File: config.mk
export PLATFORM = sky130hd
export DESIGN_NAME = row_run_ratio_pattern_scanner_flat
export DESIGN_NICKNAME = d
export VERILOG_FILES = /design/src/rtl/rrrps_pkg.sv /design/src/rtl/rrrps_pix_if.sv /design/src/rtl/rrrps_win_if.sv /design/src/rtl/rrrps_front.sv /design/src/rtl/rrrps_queue.sv /design/src/rtl/rrrps_back.sv /design/src/rtl/row_run_ratio_pattern_scanner.sv /design/src/flat_wrapper.sv
export VERILOG_INCLUDE_DIRS = /design/src /design/src/rtl
export SDC_FILE = /design/constraint.sdc
export NUM_CORES = 2
export LEC_CHECK = 0
export ABC_AREA = 0
export BUFFER_PORTS_ARGS = -buffer_cell sky130_fd_sc_hd__buf_2
export CAP_MARGIN = 25
export CORE_ASPECT_RATIO = 1.2
export CORE_MARGIN = 2
export CORE_UTILIZATION = 45
export CTS_BUF_LIST = sky130_fd_sc_hd__clkbuf_8
export CTS_CLUSTER_SIZE = 14
export DETAILED_ROUTE_END_ITERATION = 8
export PLACE_DENSITY_LB_ADDON = 0.05
export SYNTH_ARGS = -nofsm -noshare
export SYNTH_HDL_FRONTEND = slang
export SYNTH_SLANG_ARGS = --single-unit
File: constraint.sdc
create_clock -name clk_i -period 11.4 [get_ports clk_i]
set_clock_uncertainty 0.2 [all_clocks]
set_input_delay 0.57 -clock clk_i [delete_from_list [all_inputs] [get_ports clk_i]]
set_output_delay 0.57 -clock clk_i [all_outputs]
set_load 0.01 [all_outputs]
File: src/rtl/row_run_ratio_pattern_scanner_assert.svh
// Assertion macros for the run-ratio scanner, clocked on clk_i, idle in reset
`ifndef ROW_RUN_RATIO_PATTERN_SCANNER_ASSERT_SVH
`define ROW_RUN_RATIO_PATTERN_SCANNER_ASSERT_SVH

// Same-cycle implication
`define RRRPS_ASSERT(lbl, ante, cons, msg) \
  lbl: assert property (@(posedge clk_i) disable iff (!rst_ni) (ante) |-> (cons)) \
    else $error(msg);

// Next-cycle implication
`define RRRPS_ASSERT_NEXT(lbl, ante, cons, msg) \
  lbl: assert property (@(posedge clk_i) disable iff (!rst_ni) (ante) |=> (cons)) \
    else $error(msg);

`endif

File: src/rtl/rrrps_pkg.sv
// Shared constants for the row run-ratio pattern scanner
package rrrps_pkg;

  localparam int OUT_W       = 12;
  localparam int TOL_W       = 8;
  localparam logic [TOL_W-1:0] TOL_RESET = 8'd51;
  localparam int RUNS        = 5;
  localparam int POS_DEPTH   = RUNS + 1;
  localparam int CNT_W       = $clog2(POS_DEPTH + 1);
  localparam int RUN_SCALE   = 5;
  localparam int QUEUE_DEPTH = 2;
  localparam int QPTR_W      = $clog2(QUEUE_DEPTH);
  localparam int QCNT_W      = $clog2(QUEUE_DEPTH + 1);

endpackage

File: src/rtl/rrrps_pix_if.sv
// Pixel channel: one binarised pixel per item
interface rrrps_pix_if;
  logic valid;
  logic ready;
  logic pixel_is_black;
  logic row_last;
  logic frame_first;

  modport source (output valid, output pixel_is_black, output row_last,
                  output frame_first, input ready);
  modport sink (input valid, input pixel_is_black, input row_last,
                input frame_first, output ready);
endinterface

File: src/rtl/rrrps_win_if.sv
// Window channel: one accepted five-run window per item
interface rrrps_win_if import rrrps_pkg::*; ();
  logic             valid;
  logic             ready;
  logic [OUT_W-1:0] start_column;
  logic [OUT_W-1:0] row_index;
  logic [OUT_W-1:0] window_length;

  modport source (output valid, output start_column, output row_index,
                  output window_length, input ready);
  modport sink (input valid, input start_column, input row_index,
                input window_length, output ready);
endinterface

File: src/rtl/rrrps_front.sv
// Front end: column/row tracking, run-edge recording and window candidate extraction
module rrrps_front import rrrps_pkg::*; #(
  parameter int MAX_COLUMNS = 4096,
  parameter int MAX_ROWS    = 4096,
  localparam int CW = $clog2(MAX_COLUMNS),
  localparam int RW = $clog2(MAX_ROWS),
  localparam int WW = (RUNS + 2) * CW + RW
) (
  input  logic          clk_i,
  input  logic          rst_ni,
  rrrps_pix_if.sink     pix_i,
  input  logic          q_ready_i,
  output logic          q_push_o,
  output logic [WW-1:0] q_data_o
);

  typedef logic [POS_DEPTH-1:0][CW-1:0] pos_t;

  function automatic pos_t shift_in(pos_t p, logic [CW-1:0] c);
    return {c, p[POS_DEPTH-1:1]};
  endfunction

  logic [CW-1:0]    col_q, col_d;
  logic [RW-1:0]    row_q, row_d;
  logic             seen_q, seen_d;
  logic             await_q, await_d;
  logic [CNT_W-1:0] cnt_q, cnt_d;
  pos_t             pos_q, pos_d;

  logic             accept;
  logic             hit;
  logic             ok;
  pos_t             win;
  logic [RW-1:0]    row_cur;
  logic [CW-1:0]    len;
  logic [RUNS-1:0][CW-1:0] runs;

  assign pix_i.ready = q_ready_i;
  assign accept      = pix_i.valid && q_ready_i;

  always_comb begin
    col_d   = col_q;
    row_d   = row_q;
    seen_d  = seen_q;
    await_d = await_q;
    cnt_d   = cnt_q;
    pos_d   = pos_q;
    hit     = 1'b0;
    ok      = 1'b0;
    win     = pos_q;

    if (pix_i.frame_first) begin
      row_d   = '0;
      col_d   = '0;
      seen_d  = 1'b0;
      await_d = 1'b1;
      cnt_d   = '0;
    end
    row_cur = row_d;

    // first black pixel of the row: its column three times
    if (!seen_d && pix_i.pixel_is_black) begin
      seen_d = 1'b1;
      for (int k = 0; k < 3; k++) begin
        pos_d = shift_in(pos_d, col_d);
        if (cnt_d < CNT_W'(POS_DEPTH)) begin
          cnt_d = cnt_d + 1'b1;
        end
      end
    end

    if (seen_d) begin
      if (await_d && !pix_i.pixel_is_black) begin
        ok    = cnt_d >= CNT_W'(RUNS);
        pos_d = shift_in(pos_d, col_d);
        if (cnt_d < CNT_W'(POS_DEPTH)) begin
          cnt_d = cnt_d + 1'b1;
        end
        if (ok) begin
          hit = 1'b1;
          win = pos_d;
        end
        await_d = 1'b0;
      end else if (!await_d && pix_i.pixel_is_black) begin
        pos_d = shift_in(pos_d, col_d);
        if (cnt_d < CNT_W'(POS_DEPTH)) begin
          cnt_d = cnt_d + 1'b1;
        end
        await_d = 1'b1;
      end
    end

    if (pix_i.row_last) begin
      if (seen_d) begin
        ok    = (cnt_d >= CNT_W'(RUNS)) && await_d;
        pos_d = shift_in(pos_d, col_d);
        if (ok) begin
          hit = 1'b1;
          win = pos_d;
        end
      end
      if (row_d == RW'(MAX_ROWS - 1)) begin
        row_d = '0;
      end else begin
        row_d = row_d + 1'b1;
      end
      col_d   = '0;
      seen_d  = 1'b0;
      await_d = 1'b1;
      cnt_d   = '0;
    end else if (col_d < CW'(MAX_COLUMNS - 1)) begin
      col_d = col_d + 1'b1;
    end
  end

  always_comb begin
    for (int j = 0; j < RUNS; j++) begin
      runs[j] = win[j+1] - win[j];
    end
  end

  assign len      = win[POS_DEPTH-1] - win[0];
  assign q_push_o = accept && hit && (len != '0);
  assign q_data_o = {row_cur, win[0], len, runs};

  always_ff @(posedge clk_i or negedge rst_ni) begin
    if (!rst_ni) begin
      col_q   <= '0;
      row_q   <= '0;
      seen_q  <= 1'b0;
      await_q <= 1'b1;
      cnt_q   <= '0;
    end else if (accept) begin
      col_q   <= col_d;
      row_q   <= row_d;
      seen_q  <= seen_d;
      await_q <= await_d;
      cnt_q   <= cnt_d;
    end
  end

  always_ff @(posedge clk_i) begin
    if (accept) begin
      pos_q <= pos_d;
    end
  end

endmodule

File: src/rtl/rrrps_queue.sv
// Short queue of window candidates between front and back end
`include "row_run_ratio_pattern_scanner_assert.svh"
module rrrps_queue import rrrps_pkg::*; #(
  parameter int WIDTH = 96
) (
  input  logic             clk_i,
  input  logic             rst_ni,
  input  logic             push_i,
  input  logic [WIDTH-1:0] data_i,
  output logic             ready_o,
  input  logic             pop_i,
  output logic             valid_o,
  output logic [WIDTH-1:0] data_o
);

  logic [WIDTH-1:0]  mem [QUEUE_DEPTH];
  logic [QPTR_W-1:0] wr_q, rd_q;
  logic [QCNT_W-1:0] count_q;

  assign ready_o = count_q != QCNT_W'(QUEUE_DEPTH);
  assign valid_o = count_q != '0;
  assign data_o  = mem[rd_q];

  always_ff @(posedge clk_i or negedge rst_ni) begin
    if (!rst_ni) begin
      wr_q    <= '0;
      rd_q    <= '0;
      count_q <= '0;
    end else begin
      if (push_i) begin
        wr_q <= (wr_q == QPTR_W'(QUEUE_DEPTH - 1)) ? '0 : wr_q + 1'b1;
      end
      if (pop_i) begin
        rd_q <= (rd_q == QPTR_W'(QUEUE_DEPTH - 1)) ? '0 : rd_q + 1'b1;
      end
      if (push_i && !pop_i) begin
        count_q <= count_q + 1'b1;
      end else if (pop_i && !push_i) begin
        count_q <= count_q - 1'b1;
      end
    end
  end

  always_ff @(posedge clk_i) begin
    if (push_i) begin
      mem[wr_q] <= data_i;
    end
  end

  `RRRPS_ASSERT(a_no_overflow, push_i, count_q != QCNT_W'(QUEUE_DEPTH), "push into full queue")
  `RRRPS_ASSERT(a_no_underflow, pop_i, count_q != '0, "pop from empty queue")
  `RRRPS_ASSERT_NEXT(a_count_up, push_i && !pop_i, count_q == QCNT_W'($past(count_q) + 1'b1), "count lost")

endmodule

File: src/rtl/rrrps_back.sv
// Back end: run-ratio deviation, tolerance compare and result register
module rrrps_back import rrrps_pkg::*; #(
  parameter int MAX_COLUMNS = 4096,
  parameter int MAX_ROWS    = 4096,
  localparam int CW = $clog2(MAX_COLUMNS),
  localparam int RW = $clog2(MAX_ROWS),
  localparam int WW = (RUNS + 2) * CW + RW
) (
  input  logic             clk_i,
  input  logic             rst_ni,
  input  logic             q_valid_i,
  input  logic [WW-1:0]    q_data_i,
  output logic             q_pop_o,
  input  logic [TOL_W-1:0] tol_i,
  rrrps_win_if.source      win_o
);

  localparam int R5W  = CW + 3;
  localparam int DW   = R5W + 3;
  localparam int LW   = R5W + TOL_W;
  localparam int CMPW = DW + TOL_W;

  logic [CW-1:0]  len, start;
  logic [RW-1:0]  row;
  logic [R5W-1:0] len_x, run5;
  logic [DW-1:0]  dev;
  logic [LW-1:0]  lim;

  logic           s1_valid_q;
  logic [DW-1:0]  dev_q;
  logic [LW-1:0]  lim_q;
  logic [CW-1:0]  start_q, len_q;
  logic [RW-1:0]  row_q;

  logic           out_valid_q;
  logic [CW-1:0]  out_start_q, out_len_q;
  logic [RW-1:0]  out_row_q;

  logic           out_adv, s1_adv, pass;

  assign len   = q_data_i[RUNS*CW +: CW];
  assign start = q_data_i[(RUNS+1)*CW +: CW];
  assign row   = q_data_i[(RUNS+2)*CW +: RW];
  assign len_x = R5W'(len);

  always_comb begin
    dev  = '0;
    run5 = '0;
    for (int j = 0; j < RUNS; j++) begin
      run5 = R5W'(q_data_i[j*CW +: CW]) * R5W'(RUN_SCALE);
      dev  = dev + DW'((run5 >= len_x) ? run5 - len_x : len_x - run5);
    end
  end

  assign lim = LW'(len_x * R5W'(RUN_SCALE)) * LW'(tol_i);

  assign out_adv = !out_valid_q || win_o.ready;
  assign s1_adv  = !s1_valid_q || out_adv;
  assign q_pop_o = q_valid_i && s1_adv;
  assign pass    = {dev_q, {TOL_W{1'b0}}} < CMPW'(lim_q);

  always_ff @(posedge clk_i or negedge rst_ni) begin
    if (!rst_ni) begin
      s1_valid_q  <= 1'b0;
      out_valid_q <= 1'b0;
    end else begin
      if (s1_adv) begin
        s1_valid_q <= q_valid_i;
      end
      if (out_adv) begin
        out_valid_q <= s1_valid_q && pass;
      end
    end
  end

  always_ff @(posedge clk_i) begin
    if (q_pop_o) begin
      dev_q   <= dev;
      lim_q   <= lim;
      start_q <= start;
      len_q   <= len;
      row_q   <= row;
    end
    if (out_adv && s1_valid_q) begin
      out_start_q <= start_q;
      out_len_q   <= len_q;
      out_row_q   <= row_q;
    end
  end

  logic [CW+OUT_W-1:0] start_ext, len_ext;
  logic [RW+OUT_W-1:0] row_ext;

  assign start_ext = {{OUT_W{1'b0}}, out_start_q};
  assign len_ext   = {{OUT_W{1'b0}}, out_len_q};
  assign row_ext   = {{OUT_W{1'b0}}, out_row_q};

  assign win_o.valid         = out_valid_q;
  assign win_o.start_column  = start_ext[OUT_W-1:0];
  assign win_o.window_length = len_ext[OUT_W-1:0];
  assign win_o.row_index     = row_ext[OUT_W-1:0];

endmodule

File: src/rtl/row_run_ratio_pattern_scanner.sv
// Row run-ratio pattern scanner, top level
// Takes one binarised pixel per clock, raster order, and reports every five-run
// window whose run lengths lie close to equal proportion (sum |5r - L| * 256 <
// 5 * L * ratio_tolerance). Sustained rate is one pixel per cycle while the
// queue has room. A result passes through the queue, the deviation/multiply
// stage and the result register before it leaves.
// A two-item queue sits between the pixel front end and the compare back end,
// so output stalls hold pixels back only once it fills. Write ratio_tolerance
// only while the block is idle.
module row_run_ratio_pattern_scanner import rrrps_pkg::*; #(
  parameter int MAX_COLUMNS = 4096,
  parameter int MAX_ROWS    = 4096
) (
  input  logic             clk_i,
  input  logic             rst_ni,
  input  logic             cfg_we_i,
  input  logic [TOL_W-1:0] cfg_wdata_i,
  rrrps_pix_if.sink        pix_i,
  rrrps_win_if.source      win_o
);

  localparam int CW = $clog2(MAX_COLUMNS);
  localparam int RW = $clog2(MAX_ROWS);
  localparam int WW = (RUNS + 2) * CW + RW;

  logic [TOL_W-1:0] tol_q;
  logic             q_push, q_ready, q_valid, q_pop;
  logic [WW-1:0]    q_wdata, q_rdata;

  always_ff @(posedge clk_i or negedge rst_ni) begin
    if (!rst_ni) begin
      tol_q <= TOL_RESET;
    end else if (cfg_we_i) begin
      tol_q <= cfg_wdata_i;
    end
  end

  rrrps_front #(
    .MAX_COLUMNS(MAX_COLUMNS),
    .MAX_ROWS   (MAX_ROWS)
  ) u_front (
    .clk_i    (clk_i),
    .rst_ni   (rst_ni),
    .pix_i    (pix_i),
    .q_ready_i(q_ready),
    .q_push_o (q_push),
    .q_data_o (q_wdata)
  );

  rrrps_queue #(
    .WIDTH(WW)
  ) u_queue (
    .clk_i  (clk_i),
    .rst_ni (rst_ni),
    .push_i (q_push),
    .data_i (q_wdata),
    .ready_o(q_ready),
    .pop_i  (q_pop),
    .valid_o(q_valid),
    .data_o (q_rdata)
  );

  rrrps_back #(
    .MAX_COLUMNS(MAX_COLUMNS),
    .MAX_ROWS   (MAX_ROWS)
  ) u_back (
    .clk_i    (clk_i),
    .rst_ni   (rst_ni),
    .q_valid_i(q_valid),
    .q_data_i (q_rdata),
    .q_pop_o  (q_pop),
    .tol_i    (tol_q),
    .win_o    (win_o)
  );

endmodule

File: src/flat_wrapper.sv
// flat-port wrapper written by rule: the top's interface ports become plain ports
module row_run_ratio_pattern_scanner_flat import rrrps_pkg::*;
#(
  parameter int MAX_COLUMNS = 4096,
  parameter int MAX_ROWS    = 4096
)
  (clk_i, rst_ni, cfg_we_i, cfg_wdata_i, pix_i_valid, pix_i_pixel_is_black, pix_i_row_last, pix_i_frame_first, pix_i_ready, win_o_valid, win_o_start_column, win_o_row_index, win_o_window_length, win_o_ready);
  rrrps_pix_if pix_i_i ();
  rrrps_win_if win_o_i ();
  input  logic clk_i;
  input  logic rst_ni;
  input  logic cfg_we_i;
  input  logic [TOL_W-1:0] cfg_wdata_i;
  input wire logic [$bits(pix_i_i.valid)-1:0] pix_i_valid;
  input wire logic [$bits(pix_i_i.pixel_is_black)-1:0] pix_i_pixel_is_black;
  input wire logic [$bits(pix_i_i.row_last)-1:0] pix_i_row_last;
  input wire logic [$bits(pix_i_i.frame_first)-1:0] pix_i_frame_first;
  output wire logic [$bits(pix_i_i.ready)-1:0] pix_i_ready;
  output wire logic [$bits(win_o_i.valid)-1:0] win_o_valid;
  output wire logic [$bits(win_o_i.start_column)-1:0] win_o_start_column;
  output wire logic [$bits(win_o_i.row_index)-1:0] win_o_row_index;
  output wire logic [$bits(win_o_i.window_length)-1:0] win_o_window_length;
  input wire logic [$bits(win_o_i.ready)-1:0] win_o_ready;
  assign pix_i_i.valid = pix_i_valid;
  assign pix_i_i.pixel_is_black = pix_i_pixel_is_black;
  assign pix_i_i.row_last = pix_i_row_last;
  assign pix_i_i.frame_first = pix_i_frame_first;
  assign pix_i_ready = pix_i_i.ready;
  assign win_o_valid = win_o_i.valid;
  assign win_o_start_column = win_o_i.start_column;
  assign win_o_row_index = win_o_i.row_index;
  assign win_o_window_length = win_o_i.window_length;
  assign win_o_i.ready = win_o_ready;
  row_run_ratio_pattern_scanner #(.MAX_COLUMNS(MAX_COLUMNS), .MAX_ROWS(MAX_ROWS)) u_core (.clk_i(clk_i), .rst_ni(rst_ni), .cfg_we_i(cfg_we_i), .cfg_wdata_i(cfg_wdata_i), .pix_i(pix_i_i), .win_o(win_o_i));
endmodule
==> results.md <==
* Status: completed
* Final number of max-transition violations at 0
* Required time at the endpoint of the critical path at about 12 ns
* Global placement routability congestion at ~0.93
* Global-route wire length before repair at 172000 um
* Routed wire length at around 110000 um
* Synth-to-layout area growth at 8.34%
* CTS tree: yes
* Critical path capture point type: flop
* Minimum period implied by the final worst setup slack at between 9 and 10 ns
* Die Outline Area at between 80000 and 90000 um^2
* Maxcap violations at 0
* Number of setup violations in the final report at 0
* Number of distinct standard cells referenced by the synthesized netlist at slightly above 90
* DR WL/cell at ~21 um
* Synthesized area per cell at around 9.4 um^2
* Most frequent cell after synthesis: sky130_fd_sc_hd__inv_1
* Root Buffer Master: sky130_fd_sc_hd__clkbuf_8
* Type of the setup path with the least slack: flop to flop
* CP Data Arrival Time at approximately 10 ns
* Number of nets in the synthesized netlist at 4594
* Largest net degree at the start of global routing at between 60 and 70
* Combinational family with the most area after synthesis: adder cells
* Core ar. at about 84000 um^2
* Critical path launch point type: flop
* Slowest cell delay on critical path at between 0.7 and 0.8 ns
* Achievable clock frequency at slightly above 100 MHz
* DRC violation count after routing at 0
* Fraction of synthesized area in multiplexers at 6.36%
* Chip Height at 323 um
* Basic-gate share of the synthesized area counting and, or, nand and nor cells at a little over an eighth
* Slowest stage cell, crit path: sky130_fd_sc_hd__dfrtp_4
* Number of hold violations in the final report at 0
* # rows at between 100 and 150
* Fraction of layout instances using a drive strength above 1 at approximately a tenth
* Post-synthesis cell type with the largest combined area: sky130_fd_sc_hd__edfxtp_1
* Complex-gate fraction of the synthesized area at about 16%
* Clk sink count at 420
* Length of the first detailed-routing pass in iterations at 7
* Synth top area share at 29.7%
* Adder and majority cell fraction of the synthesized area at roughly a fifth
* Source-to-sink clock delay at the later pin of the worst-skew pair at ~0.7 ns
* Post-synth ARST share at approximately 10%
* Main flop type after synthesis: sky130_fd_sc_hd__edfxtp_1
* Initial core utilization at between 40% and 50%
* Period utilization at a little under nine tenths
* List of most frequent post-synthesis cells: sky130_fd_sc_hd__inv_1, sky130_fd_sc_hd__nand2_1, sky130_fd_sc_hd__ha_1
* Fraction of the yosys area taken by sequential cells at between 30% and 40%
* Remaining global-route overflow at 0
* Buffers on Ports at 53
* Avg Vias per Cell at about 5.6
* Setup repair after global routing missed its margin: no
* Worst hold path type: input port to flop
* Horiz. Die Dim at ~270 um
* Clk slew on worst S/H paths at about 0.06 ns
* Number of warnings printed during yosys synthesis at 0
* Via count of the first global-routing pass at ~29000
* Number of nets with antenna violations after routing at 0
* CTS H-Tree Depth at 3
* Crit-path most repeated cell: sky130_fd_sc_hd__fa_1
* EDFF count, synth at between 300 and 400
* Global router's overall resource usage at 25.5%
* Post-synthesis instance area at 38100 um^2
* Initial detailed-routing violation count at between 1500 and 2000
* NumNets Final at between 4000 and 5000
* Slew HR at 26.4%
* Inserted Clock Buffers at 75
* Post-Route Setup TNS at 0 ns
* Critical path fanouts, max at 32
* Transition time at the pin with the least slew margin at between 1 and 1.5 ns
* Detailed-route via count at around 29000
* Share of the synthesized netlist area taken by xor and xnor gates at approximately 4.6%
* IO Pins at 54
* Number of cells produced by synthesis at 4041
* Maximum buffer depth of the clock tree at 3
* Number of flip-flops and latches in the synthesized netlist at 420
* Cell types with the largest area share after synthesis: sky130_fd_sc_hd__edfxtp_1, sky130_fd_sc_hd__ha_1, sky130_fd_sc_hd__fa_1
* Initial antenna violation count at 1
* HPWL after DPL at 85900 um
==> cell type report <==
class                   instances  area [um^2]
well taps                    1121         1400
diodes                          1         2.50
inverters                     409         1540
multi-input cells            3054        23600
clock inverters                53          300
fillers                      8103        42400
repair buffers                130          916
flip-flops and latches        420        12400
clock buffers                  78         1070
==> per-layer routing <==
layer | part of all wire (%) | wire [um] | global-route usage (%)
met5 | 0 | 0 | 0
met4 | 4.0 | 4410 | 10.1
met3 | 3.6 | 4070 | 2.95
met2 | 50 | 56200 | 46.4
met1 | 42 | 47000 | 30.8
==> registers in the layout, summed over array words and instances, names as in the netlist, 2 cells and up <==
register,count
u_core.tol_q,8
u_core.u_back.dev_q,18
u_core.u_back.len_q,12
u_core.u_back.lim_q,23
u_core.u_back.row_q,12
u_core.u_back.start_q,12
u_core.u_back.win_o.row_index,12
u_core.u_back.win_o.start_column,12
u_core.u_back.win_o.window_length,12
u_core.u_front.cnt_q,3
u_core.u_front.col_q,12
u_core.u_front.pos_q,72
u_core.u_front.row_q,12
u_core.u_queue.count_q,2
u_core.u_queue.mem,192
==> cells by family after synthesis <==
family | count (synthesis)
compound gates | 982
fa+ha+maj | 537
simple gates | 1111
flops | 420
buf+inv | 567
mux | 228
xor+xnor | 196
==> cells in the final DEF (no fill, tap or decap), drive strengths merged, types with 40 or more instances in the layout <==
cell type / netlist / routed
inv: 408 / 446
nand2: 405 / 405
ha: 388 / 388
edfxtp: 377 / 377
nor2: 284 / 284
a21oi: 272 / 272
o21ai: 249 / 249
fa: 149 / 149
xnor2: 144 / 144
mux2i: 135 / 135
a21o: 121 / 121
buf: 31 / 121
mux2: 91 / 91
clkbuf: 127 / 78
nor2b: 75 / 75
and2: 65 / 65
nand2b: 58 / 58
xor2: 51 / 51
nor3: 46 / 46
nand3: 45 / 45
o21bai: 42 / 42
a211oi: 40 / 40
==> worst max-delay path: cells and delay by family, from the launching register on <==
family,cells,cell delay [ns]
fa+ha+maj,8,3.44
compound gates,15,2.67
simple gates,3,0.86
flops,1,0.77
xor+xnor,3,0.64
mux,2,0.63
buf+inv,3,0.29
==> timing repair <==
item	CTS	global route
setup buffers	0	0
endpoints found under the hold margin	46	0
hold buffers	9	0
gates resized for setup	0	0
==> path summary, 6_finish.rpt <==
kind                       depth (start not counted)                     start  slack, ns                             endpoint
setup / recovery                                  34       u_core.u_queue.rd_q       1.64              u_core.u_back.dev_q[17]
hold / removal                                     2                  cfg_we_i       0.13                      u_core.tol_q[7]
setup reg to reg                                  34       u_core.u_queue.rd_q       1.64              u_core.u_back.dev_q[17]
hold reg to reg                                    0  u_core.u_back.start_q[7]       0.21  u_core.u_back.win_o.start_column[7]
max in group asynchronous                          3                    rst_ni      10.05                  u_core.u_queue.rd_q
min in group asynchronous                          3                    rst_ni       0.33              u_core.u_front.cnt_q[0]
==> stage by stage <==
step / cells / util (%) / worst slack [ns] / hold WS (ns) / cell area [um^2]
final: 5266 / 49.3 / 1.64 / 0.129 / 41200
after global placement: 5123 / 47.5 / 1.79 / 0.203 / 39700
after detailed placement: 5125 / 47.6 / 1.70 / 0.205 / 39800
after floorplan: 4041 / - / 0.113 / 0.0744 / 38100
after CTS: 5265 / 49.3 / 1.61 / 0.0692 / 41200
after global routing: 5266 / 49.3 / 0.995 / 0.122 / 41200
Power is not shown: default switching activity piles up to over one toggle a cycle in this logic, so the estimate is an artifact.
